<file path="src/rtl/core/svf_pkg.sv">
// ----------------------------------------------------------------------------
// svf_pkg
// Shared codes for the state variable filter: register indexes, output
// modes and sequencer states.
// ----------------------------------------------------------------------------
package svf_pkg;

	localparam int unsigned CFG_INDEX_WIDTH = 3;
	typedef logic [CFG_INDEX_WIDTH-1:0] cfg_index_t;

	localparam cfg_index_t REG_COEF_A1     = 3'd0;
	localparam cfg_index_t REG_COEF_A2     = 3'd1;
	localparam cfg_index_t REG_COEF_A3     = 3'd2;
	localparam cfg_index_t REG_DAMPING     = 3'd3;
	localparam cfg_index_t REG_FILTER_MODE = 3'd4;

	typedef logic [1:0] mode_t;
	localparam mode_t MODE_LOWPASS  = 2'd0;
	localparam mode_t MODE_BANDPASS = 2'd1;
	localparam mode_t MODE_HIGHPASS = 2'd2;

	typedef logic [3:0] seq_state_t;
	localparam seq_state_t ST_IDLE = 4'd0;
	localparam seq_state_t ST_M1   = 4'd1;
	localparam seq_state_t ST_M2   = 4'd2;
	localparam seq_state_t ST_M3   = 4'd3;
	localparam seq_state_t ST_M4   = 4'd4;
	localparam seq_state_t ST_M5   = 4'd5;
	localparam seq_state_t ST_M6   = 4'd6;
	localparam seq_state_t ST_M7   = 4'd7;
	localparam seq_state_t ST_FIN  = 4'd8;

endpackage

</file>
<file path="src/rtl/core/state_variable_filter.sv">
// ----------------------------------------------------------------------------
// state_variable_filter
// Trapezoidal state variable filter: lowpass, bandpass or highpass output
// from two saturating integrators, all products on one shared multiplier.
// Timing: an accepted item runs through states M1 to M7 and then FIN, where
//   the result is registered; FIN holds while the previous result still waits on out_ready.
// Items: a new item is taken only in IDLE, after the last one left FIN; five
//   products through the single multiplier plus its pipeline register and the final update set the pace.
// Reset: arst_n clears both integrators, the configuration registers, the
//   sequencer and out_valid; datapath registers are not reset.
// ----------------------------------------------------------------------------
module state_variable_filter
	import svf_pkg::*;
#(
	parameter int SAMPLE_WIDTH     = 24,
	parameter int COEF_FRAC_BITS   = 16,
	parameter int STATE_GUARD_BITS = 8
) (
	input  logic                             clk,
	input  logic                             arst_n,
	// configuration write port
	input  logic                             cfg_we,
	input  cfg_index_t                       cfg_index,
	input  logic [COEF_FRAC_BITS+1:0]        cfg_data,
	// input channel
	input  logic                             in_valid,
	output logic                             in_ready,
	input  logic signed [SAMPLE_WIDTH-1:0]   sample_in,
	// output channel
	output logic                             out_valid,
	input  logic                             out_ready,
	output logic signed [SAMPLE_WIDTH-1:0]   sample_out
);

	// state width, multiplier operands, accumulator and rounded widths
	localparam int STW  = SAMPLE_WIDTH + STATE_GUARD_BITS;
	localparam int V3W  = STW + 1;
	localparam int MAW  = STW + 4;             // holds z1, v3 and v1
	localparam int MBW  = COEF_FRAC_BITS + 3;  // coefficient plus sign bit
	localparam int PW   = MAW + MBW;
	localparam int ACCW = PW + 1;
	localparam int RW   = ACCW - COEF_FRAC_BITS;
	localparam int TW   = MAW + 2;             // 2*v - z
	localparam int YW   = RW + 2;              // x - kv - v2

	localparam logic signed [ACCW-1:0] RND_HALF =
		ACCW'(1) << (COEF_FRAC_BITS - 1);
	localparam logic signed [TW-1:0] ST_HI =
		{{(TW-STW+1){1'b0}}, {(STW-1){1'b1}}};
	localparam logic signed [TW-1:0] ST_LO = ~ST_HI;
	localparam logic signed [YW-1:0] Y_HI =
		{{(YW-SAMPLE_WIDTH+1){1'b0}}, {(SAMPLE_WIDTH-1){1'b1}}};
	localparam logic signed [YW-1:0] Y_LO = ~Y_HI;

	// configuration
	logic [COEF_FRAC_BITS:0]   coef_a1_q, coef_a2_q, coef_a3_q;
	logic [COEF_FRAC_BITS+1:0] damping_q;
	mode_t                     filter_mode_q;

	// integrators and working registers
	logic signed [STW-1:0]          z1_q, z2_q;
	logic signed [SAMPLE_WIDTH-1:0] x_q;
	logic signed [V3W-1:0]          v3_q;
	logic signed [MAW-1:0]          v1_q, v2_q;
	logic signed [RW-1:0]           kv_q;
	logic signed [PW-1:0]           prod_q;
	logic signed [ACCW-1:0]         acc_q;
	seq_state_t                     state_q;
	logic                           out_valid_q;
	logic signed [SAMPLE_WIDTH-1:0] sample_out_q;

	// shared multiplier operands
	logic signed [MAW-1:0] mul_a;
	logic signed [MBW-1:0] mul_b;

	logic                    in_acc, fin_go;
	logic signed [V3W-1:0]   v3_next;
	logic signed [ACCW-1:0]  prod_ext, acc_sum, rnd_sum;
	logic signed [RW-1:0]    rnd;
	logic signed [RW-1:0]    v2_sum;
	logic signed [TW-1:0]    t1, t2;
	logic signed [STW-1:0]   z1_next, z2_next;
	logic signed [YW-1:0]    y_raw;
	logic signed [SAMPLE_WIDTH-1:0] y_sat;

	assign in_ready   = (state_q == ST_IDLE);
	assign in_acc     = in_valid && in_ready;
	assign fin_go     = (state_q == ST_FIN) && (!out_valid_q || out_ready);
	assign out_valid  = out_valid_q;
	assign sample_out = sample_out_q;

	assign v3_next = V3W'(sample_in) - V3W'(z2_q);

	// operand select per sequencer step
	always_comb begin
		mul_a = MAW'(z1_q);
		mul_b = MBW'($signed({1'b0, coef_a1_q}));
		case (state_q)
			ST_M1: begin
				mul_a = MAW'(z1_q);
				mul_b = MBW'($signed({1'b0, coef_a1_q}));
			end
			ST_M2: begin
				mul_a = MAW'(v3_q);
				mul_b = MBW'($signed({1'b0, coef_a2_q}));
			end
			ST_M3: begin
				mul_a = MAW'(z1_q);
				mul_b = MBW'($signed({1'b0, coef_a2_q}));
			end
			ST_M4: begin
				mul_a = MAW'(v3_q);
				mul_b = MBW'($signed({1'b0, coef_a3_q}));
			end
			ST_M5: begin
				mul_a = v1_q;
				mul_b = MBW'($signed({1'b0, damping_q}));
			end
			default: begin
				mul_a = MAW'(z1_q);
				mul_b = MBW'($signed({1'b0, coef_a1_q}));
			end
		endcase
	end

	// accumulate and round to nearest, ties up: add half LSB, floor shift
	assign prod_ext = ACCW'(prod_q);
	assign acc_sum  = acc_q + prod_ext;
	assign rnd_sum  = acc_q + RND_HALF;
	assign rnd      = rnd_sum[ACCW-1:COEF_FRAC_BITS];
	assign v2_sum   = RW'(z2_q) + rnd;

	// integrator update: 2*v - z, saturated to the state width
	assign t1 = $signed({v1_q[MAW-1], v1_q, 1'b0}) - TW'(z1_q);
	assign t2 = $signed({v2_q[MAW-1], v2_q, 1'b0}) - TW'(z2_q);

	always_comb begin
		if (t1 > ST_HI)
			z1_next = STW'(ST_HI);
		else if (t1 < ST_LO)
			z1_next = STW'(ST_LO);
		else
			z1_next = t1[STW-1:0];
		if (t2 > ST_HI)
			z2_next = STW'(ST_HI);
		else if (t2 < ST_LO)
			z2_next = STW'(ST_LO);
		else
			z2_next = t2[STW-1:0];
	end

	// output select; the unused mode gives zero
	always_comb begin
		case (filter_mode_q)
			MODE_LOWPASS:  y_raw = YW'(v2_q);
			MODE_BANDPASS: y_raw = YW'(kv_q);
			MODE_HIGHPASS: y_raw = YW'(x_q) - YW'(kv_q) - YW'(v2_q);
			default:       y_raw = '0;
		endcase
		if (y_raw > Y_HI)
			y_sat = SAMPLE_WIDTH'(Y_HI);
		else if (y_raw < Y_LO)
			y_sat = SAMPLE_WIDTH'(Y_LO);
		else
			y_sat = y_raw[SAMPLE_WIDTH-1:0];
	end

	// configuration registers; unknown indexes are dropped
	always_ff @(posedge clk or negedge arst_n) begin
		if (!arst_n) begin
			coef_a1_q     <= '0;
			coef_a2_q     <= '0;
			coef_a3_q     <= '0;
			damping_q     <= '0;
			filter_mode_q <= MODE_LOWPASS;
		end else if (cfg_we) begin
			case (cfg_index)
				REG_COEF_A1:     coef_a1_q     <= cfg_data[COEF_FRAC_BITS:0];
				REG_COEF_A2:     coef_a2_q     <= cfg_data[COEF_FRAC_BITS:0];
				REG_COEF_A3:     coef_a3_q     <= cfg_data[COEF_FRAC_BITS:0];
				REG_DAMPING:     damping_q     <= cfg_data;
				REG_FILTER_MODE: filter_mode_q <= cfg_data[1:0];
				default: ;
			endcase
		end
	end

	// sequencer, integrators and output register
	always_ff @(posedge clk or negedge arst_n) begin
		if (!arst_n) begin
			state_q     <= ST_IDLE;
			out_valid_q <= 1'b0;
			z1_q        <= '0;
			z2_q        <= '0;
		end else begin
			// a new result wins over the release of the old one
			if (fin_go)
				out_valid_q <= 1'b1;
			else if (out_ready)
				out_valid_q <= 1'b0;
			case (state_q)
				ST_IDLE: if (in_acc) state_q <= ST_M1;
				ST_M1:   state_q <= ST_M2;
				ST_M2:   state_q <= ST_M3;
				ST_M3:   state_q <= ST_M4;
				ST_M4:   state_q <= ST_M5;
				ST_M5:   state_q <= ST_M6;
				ST_M6:   state_q <= ST_M7;
				ST_M7:   state_q <= ST_FIN;
				ST_FIN: begin
					// hold here while the previous result is still unclaimed
					if (fin_go) begin
						z1_q    <= z1_next;
						z2_q    <= z2_next;
						state_q <= ST_IDLE;
					end
				end
				default: state_q <= ST_IDLE;
			endcase
		end
	end

	// datapath registers, no reset
	always_ff @(posedge clk) begin
		prod_q <= mul_a * mul_b;
		if (in_acc) begin
			x_q  <= sample_in;
			v3_q <= v3_next;
		end
		case (state_q)
			ST_M2: acc_q <= prod_ext;          // a1*z1
			ST_M3: acc_q <= acc_sum;           // + a2*v3
			ST_M4: begin
				v1_q  <= rnd[MAW-1:0];
				acc_q <= prod_ext;             // a2*z1
			end
			ST_M5: acc_q <= acc_sum;           // + a3*v3
			ST_M6: begin
				v2_q  <= v2_sum[MAW-1:0];
				acc_q <= prod_ext;             // k*v1
			end
			ST_M7: kv_q <= rnd;
			default: ;
		endcase
		if (fin_go)
			sample_out_q <= y_sat;
	end

	// an accepted item starts the product sequence
	a_start: assert property (@(posedge clk) disable iff (!arst_n)
		in_acc |=> state_q == ST_M1)
		else $error("sequencer did not start on accepted item");

	// an unclaimed result is never overwritten
	a_hold: assert property (@(posedge clk) disable iff (!arst_n)
		(state_q == ST_FIN && out_valid_q && !out_ready) |=> state_q == ST_FIN)
		else $error("result overwritten before it was taken");

	// a new result appears only from the final step
	a_load: assert property (@(posedge clk) disable iff (!arst_n)
		$rose(out_valid_q) |-> $past(state_q) == ST_FIN)
		else $error("result valid raised outside final step");

	// no item is taken while the sequencer is busy
	a_busy: assert property (@(posedge clk) disable iff (!arst_n)
		(state_q != ST_IDLE) |-> !in_acc)
		else $error("item accepted while busy");

endmodule
</file>
<file path="config.mk">
export PLATFORM = sky130hd
export DESIGN_NAME = state_variable_filter
export DESIGN_NICKNAME = d
export VERILOG_FILES = /design/src/rtl/core/svf_pkg.sv /design/src/rtl/core/state_variable_filter.sv
export SDC_FILE = /design/constraint.sdc
export NUM_CORES = 2
export LEC_CHECK = 0
export BUFFER_PORTS_ARGS = -buffer_cell sky130_fd_sc_hd__buf_2
export CAP_MARGIN = 20
export CORE_MARGIN = 2
export CORE_UTILIZATION = 50
export DETAILED_ROUTE_END_ITERATION = 10
export GPL_TIMING_DRIVEN = 1
export PLACE_DENSITY_LB_ADDON = 0.05
export SYNTH_ARGS = -nofsm -noshare
export SYNTH_HDL_FRONTEND = slang
export SYNTH_SLANG_ARGS = --single-unit
</file>
<file path="constraint.sdc">
create_clock -name clk -period 22.8 [get_ports clk]
set_clock_uncertainty 0.15 [all_clocks]
set_input_delay 1.14 -clock clk [delete_from_list [all_inputs] [get_ports clk]]
set_output_delay 1.14 -clock clk [all_outputs]
set_load 0.1 [all_outputs]
</file>
* Yosys cells after proc, flatten, opt, wreduce, memory -nomap -nowiden
Index checks and enable logic that the tools add are counted.
** Storage, ports and cells
- Memory bits (read-only) :: 0
- Latch bits :: 0
- Flip-flop bits (word level) :: 444
- Bits of input ports :: 50
- Memories kept :: 0
- Word-level logic and storage cells :: 82
- RAM bits :: 0
- Output and inout port bits :: 26
** Cells by class
- Mux-type cells :: 14
- Equality and inequality tests :: 16
- $lt $le $gt $ge :: 6
- Reductions and logical operators :: 20
- Bitwise operators :: 0
- Multiply operators :: 1
- Add/sub/neg operators :: 8
- Divide/modulo/power cells :: 0
- Shift-type cells :: 0
** Operator list (count)
- two-way mux 32 bit :: 4
- one-hot mux 42 bit (3 select lines) :: 1
- one-hot mux 56 bit (2 select lines) :: 1
- > comparator 38 x 32 -> 1 bit, second input constant :: 2
- < comparator 38 x 32 -> 1 bit, second input constant :: 2
- subtractor 37 x 32 -> 38 bit :: 2
- one-hot mux 36 bit (2 select lines) :: 1
- adder 56 x 17 -> 56 bit, second input constant :: 1
- adder 56 x 55 -> 56 bit :: 1
- multiplier 36 x 19 -> 55 bit :: 1
- one-hot mux 18 bit (3 select lines) :: 1
- > comparator 42 x 24 -> 1 bit, second input constant :: 1
- < comparator 42 x 24 -> 1 bit, second input constant :: 1
- subtractor 41 x 36 -> 42 bit :: 1
- subtractor 24 x 40 -> 41 bit :: 1
- adder 32 x 36 -> 36 bit :: 1
- one-hot mux 4 bit (9 select lines) :: 1
- subtractor 24 x 32 -> 33 bit :: 1
- two-way mux 24 bit :: 1
- equality test 4 x 3 -> 1 bit, second input constant :: 4
- AND reduction 2 bit :: 7
- equality test 4 x 2 -> 1 bit, second input constant :: 2
- two-way mux 4 bit :: 2
- equality test 3 x 2 -> 1 bit, second input constant :: 2
- other kinds (18) :: 23

* Logic depth before layout (Yosys ltp)
- Word-level depth :: 5
- Gate-level depth with buffers :: 34
- Depth with buffers taken out :: 31

* Worst setup path after synthesis
Ideal clock, no wire load.
- Path kind :: reg-to-reg
- From :: register state_q[1]
- To :: register prod_q[44]
- Data required time :: 22.578 ns
- Clock period less this slack :: 9.433 ns
- Path buffers :: 3
- Arrival time :: 9.210 ns
- Path slack :: 13.367 ns
- Stages on the path, launching flop included :: 29
- Cells stage by stage :: dfrtp_1 > buf_1 > nor4b_1 > clkbuf_1 > a222oi_1 > nand2_1 > clkbuf_1 > nand2_1 > fa_1 > inv_1 > fa_1 > fa_1 > fa_1 > fa_1 > inv_1 > fa_1 > inv_1 > ha_1 > a21oi_1 > o21ai_0 > a311oi_1 > o22ai_1 > or2_2 > a21oi_1 > o21ai_0 > a31oi_1 > o31ai_1 > a21oi_1 > xnor2_1
** Between the ends
- Word-level cells in the longest chain between the ends :: 4
** Ends and longest elaborated chain
- start: declaration :: line state_variable_filter.sv:68 : seq_state_t state_q;
- start signal: assignment :: line state_variable_filter.sv:191 : state_q <= ST_IDLE;
- start signal: assignment :: line state_variable_filter.sv:202 : ST_IDLE: if (in_acc) state_q <= ST_M1;
- start signal: assignment :: line state_variable_filter.sv:203 : ST_M1: state_q <= ST_M2;
- equality test 4 x 2 -> 1 bit or equality test 4 x 3 -> 1 bit (tied branches) :: line state_variable_filter.sv:98 : case (state_q)
- OR reduction 2 bit (no line)
- one-hot mux 18 bit (3 select lines) or one-hot mux 36 bit (2 select lines) (tied branches) :: line state_variable_filter.sv:98
- multiplier 36 x 19 -> 55 bit * :: line state_variable_filter.sv:225 : prod_q <= mul_a * mul_b;
- end signal: assignment :: line state_variable_filter.sv:225
- end: declaration :: line state_variable_filter.sv:66 : logic signed [PW-1:0] prod_q;
Every way passes the cells marked *; elsewhere a longest branch is shown, timed or not.
A chain may end at the register's enable or synchronous reset.

* Worst setup path in the final report
- From :: register state_q[1]
- To :: register prod_q[51]
Same word-level chain as after synthesis.

==> results.sh <==
export IMPL_yosys_area_top_type_share=0.252
export IMPL_startpoint="state_q[1]"
export IMPL_antenna_left=0
export IMPL_grt_max_degree=57
export IMPL_min_period_ns=10.56
export IMPL_path_buf_inv=7
export IMPL_drtIter0Drc=3526
export IMPL_ff_latch_area_um2=12100
export IMPL_nFillCells=9778
export IMPL_layout_common_cells="inv_1 (977), fa_1 (666), nand2_1 (582)"
export IMPL_synth_area_leaders="fa_1 (25%), edfxtp_1 (14%), ha_1 (8.8%), inv_1 (6.9%), dfrtp_1 (6.6%)"
export IMPL_multi_input_area_um2=36600
export IMPL_synth_top_area_cell="fa_1"
export IMPL_routed_wl_um=164000
export IMPL_place_area_um2=55100
export IMPL_final_area_um2=57100
export IMPL_die_h_um=329
export IMPL_worstHoldPathType="primary input to asynchronous set/reset pin"
export IMPL_clock_fmax_mhz=94.7
export IMPL_ctsResizeCount=0
export IMPL_slew_headroom=0.142
export IMPL_viasPerCell=5.74
export IMPL_final_nets=6895
export IMPL_placementRows=119
export IMPL_post_route_drc_count=0
export IMPL_worst_pin_slew_ns=1.29
export IMPL_ys_ff_latch=444
export IMPL_synth_top_family_by_area="adder cells"
export IMPL_synth_edf_count=249
export IMPL_synth_area_per_cell_um2=9.13
export IMPL_grt_pass1_vias=41410
export IMPL_core_area_um2=105000
export IMPL_synth_xor_area_frac=0.0498
export IMPL_synth_area_um2=52900
export IMPL_layout_commonest_cell="inv_1"
export IMPL_rsz0062_at_grt="false"
export IMPL_clock_path_buffers=3
export IMPL_fin_setup_tns_ns=0
export IMPL_hold_viol=0
export IMPL_hold_slack_ns=0.267
export IMPL_cts_buffers=54
export IMPL_r2r_end="prod_q[51]"
export IMPL_worstSkewPairLatency_ns=0.70
export IMPL_clk_pin_slew_ns=0.06
export IMPL_yosys_area_share_simple=0.133
export IMPL_status="finished, final reports clean"
export IMPL_critPathKind="flip-flop to flip-flop"
export IMPL_syn_num_nets=6885
export IMPL_area_growth_pct=7.80
export IMPL_grt_pass1_wl_um=252000
export IMPL_timing_rr_start="state_q[1]"
export IMPL_end_kind="flip-flop"
export IMPL_synth_distinct_cells=89
export IMPL_cp_start_kind="flip-flop"
export IMPL_dr_pass1_iters=5
export IMPL_critPathTopFamily="compound AO/OA/AOI/OAI gates"
export IMPL_clockRootBuffer="clkbuf_16"
export IMPL_dp_hpwl_um=133000
export IMPL_async_reset_ff_frac=0.315
export IMPL_start_util=0.504
export IMPL_cp_common_cell="fa_1"
export IMPL_max_stage_delay_ns=1.09
export IMPL_wl_per_cell_um=22.6
export IMPL_final_cells=7247
export IMPL_layout_drive_gt1_share=0.0701
export IMPL_synth_compound_area_frac=0.142
export IMPL_yosysWarningCount=0
export IMPL_grt_usage=0.306
export IMPL_finalCritPeriodShare=0.463
export IMPL_vias=41625
export IMPL_critPathRequiredTime_ns=23.26
export IMPL_synthAdderAreaFrac=0.340
export IMPL_cts_sinks=444
export IMPL_grt_overflow=0
export IMPL_postCtsSetupBuffers=0
export IMPL_synth_flop_cell="edfxtp_1"
export IMPL_die_width_um=329
export IMPL_dp_cells=7139
export IMPL_gp_congestion=0.947
export IMPL_ios=76
export IMPL_io_buffers=75
export IMPL_crit_arrival_ns=11.02
export IMPL_synth_mux_area_frac=0.0223
export IMPL_r2r_setup_slack_ns=12.24
export IMPL_final_setup_viol_count=0
export IMPL_slew_viol_final=0
export IMPL_die_area_um2=108000
export IMPL_synthCells=5796
export IMPL_synth_seq_area_share=0.228
export IMPL_cp_max_fo=39
export IMPL_maxCapViolCount=0
export IMPL_crit_slowest_cell="a221oi_1"
export IMPL_antenna_found_initial=8
export IMPL_reg2reg_depth=32
export IMPL_holdBufCountCts=0
export IMPL_htree_levels=2
export IMPL_tritoncts="done"
[cells by family after synthesis]
group / after synthesis
buffers and inverters: 1188
adders and majority gates: 1039
and+or+nand+nor: 1583
muxes: 109
xor gates and xnor gates: 301
DFF: 444
AOI/OAI and AO/OA: 1132
[how the worst max path moves through the flow]
stage                       to  slack, ns  cells after the start
global placement    prod_q[51]      12.38                     32
finish              prod_q[51]      12.24                     32
floorplan           prod_q[44]      13.37                     28
global route        prod_q[51]      11.62                     32
detailed placement  prod_q[51]      12.29                     32
CTS                 prod_q[51]      12.21                     32
[synthesized netlist by cell type (43+ instances only)]
| cell | count |
|---|---|
| edfxtp_1 | 249 |
| inv_1 | 977 |
| xor2_1 | 110 |
| nor2_1 | 555 |
| dfxtp_1 | 55 |
| nor2b_1 | 49 |
| fa_1 | 666 |
| a21o_1 | 168 |
| nand3_1 | 60 |
| clkbuf_1 | 184 |
| and2_1 | 50 |
| a21oi_1 | 328 |
| mux2_2 | 72 |
| a221oi_1 | 43 |
| o21bai_1 | 43 |
| nor3_1 | 51 |
| nand4_1 | 52 |
| a221o_1 | 47 |
| xnor2_1 | 191 |
| nand2_1 | 582 |
| and3_1 | 46 |
| o21ai_0 | 171 |
| dfrtp_1 | 140 |
| ha_1 | 373 |
[layer usage]
| metal | GRT usage | routed length, µm |
|---|---|---|
| met5 | 0 | 23 |
| met1 | 0.440 | 74100 |
| met2 | 0.482 | 74300 |
| met4 | 0.0826 | 5000 |
| met3 | 0.0470 | 10500 |
[state kept, by name, indices dropped and copies added, names as in the netlist, 32 cells and up]
register  cells
z1_q         32
z2_q         32
acc_q        56
v2_q         36
prod_q       55
v3_q         33
v1_q         36
kv_q         40
[per-stage QoR]
step	setup WS, ns	utilization
floorplan	13.37	-
global placement	12.38	0.525
detailed placement	12.29	0.525
CTS	12.21	0.543
global route	11.62	0.543
finish	12.24	0.543
[area by class of cell]
cell class / instances / share of cell area
sequential: 444 / 0.212
timing repair buffer: 164 / 0.0184
antenna: 4 / 0.000175
inverter: 978 / 0.0644
clock inverter: 26 / 0.00526
multi-input combinational: 4164 / 0.642
tap: 1391 / 0.0305
clock buffer: 76 / 0.0278
Power is not shown: default switching activity piles up to over one toggle a cycle in this logic, so the estimate is an artifact.
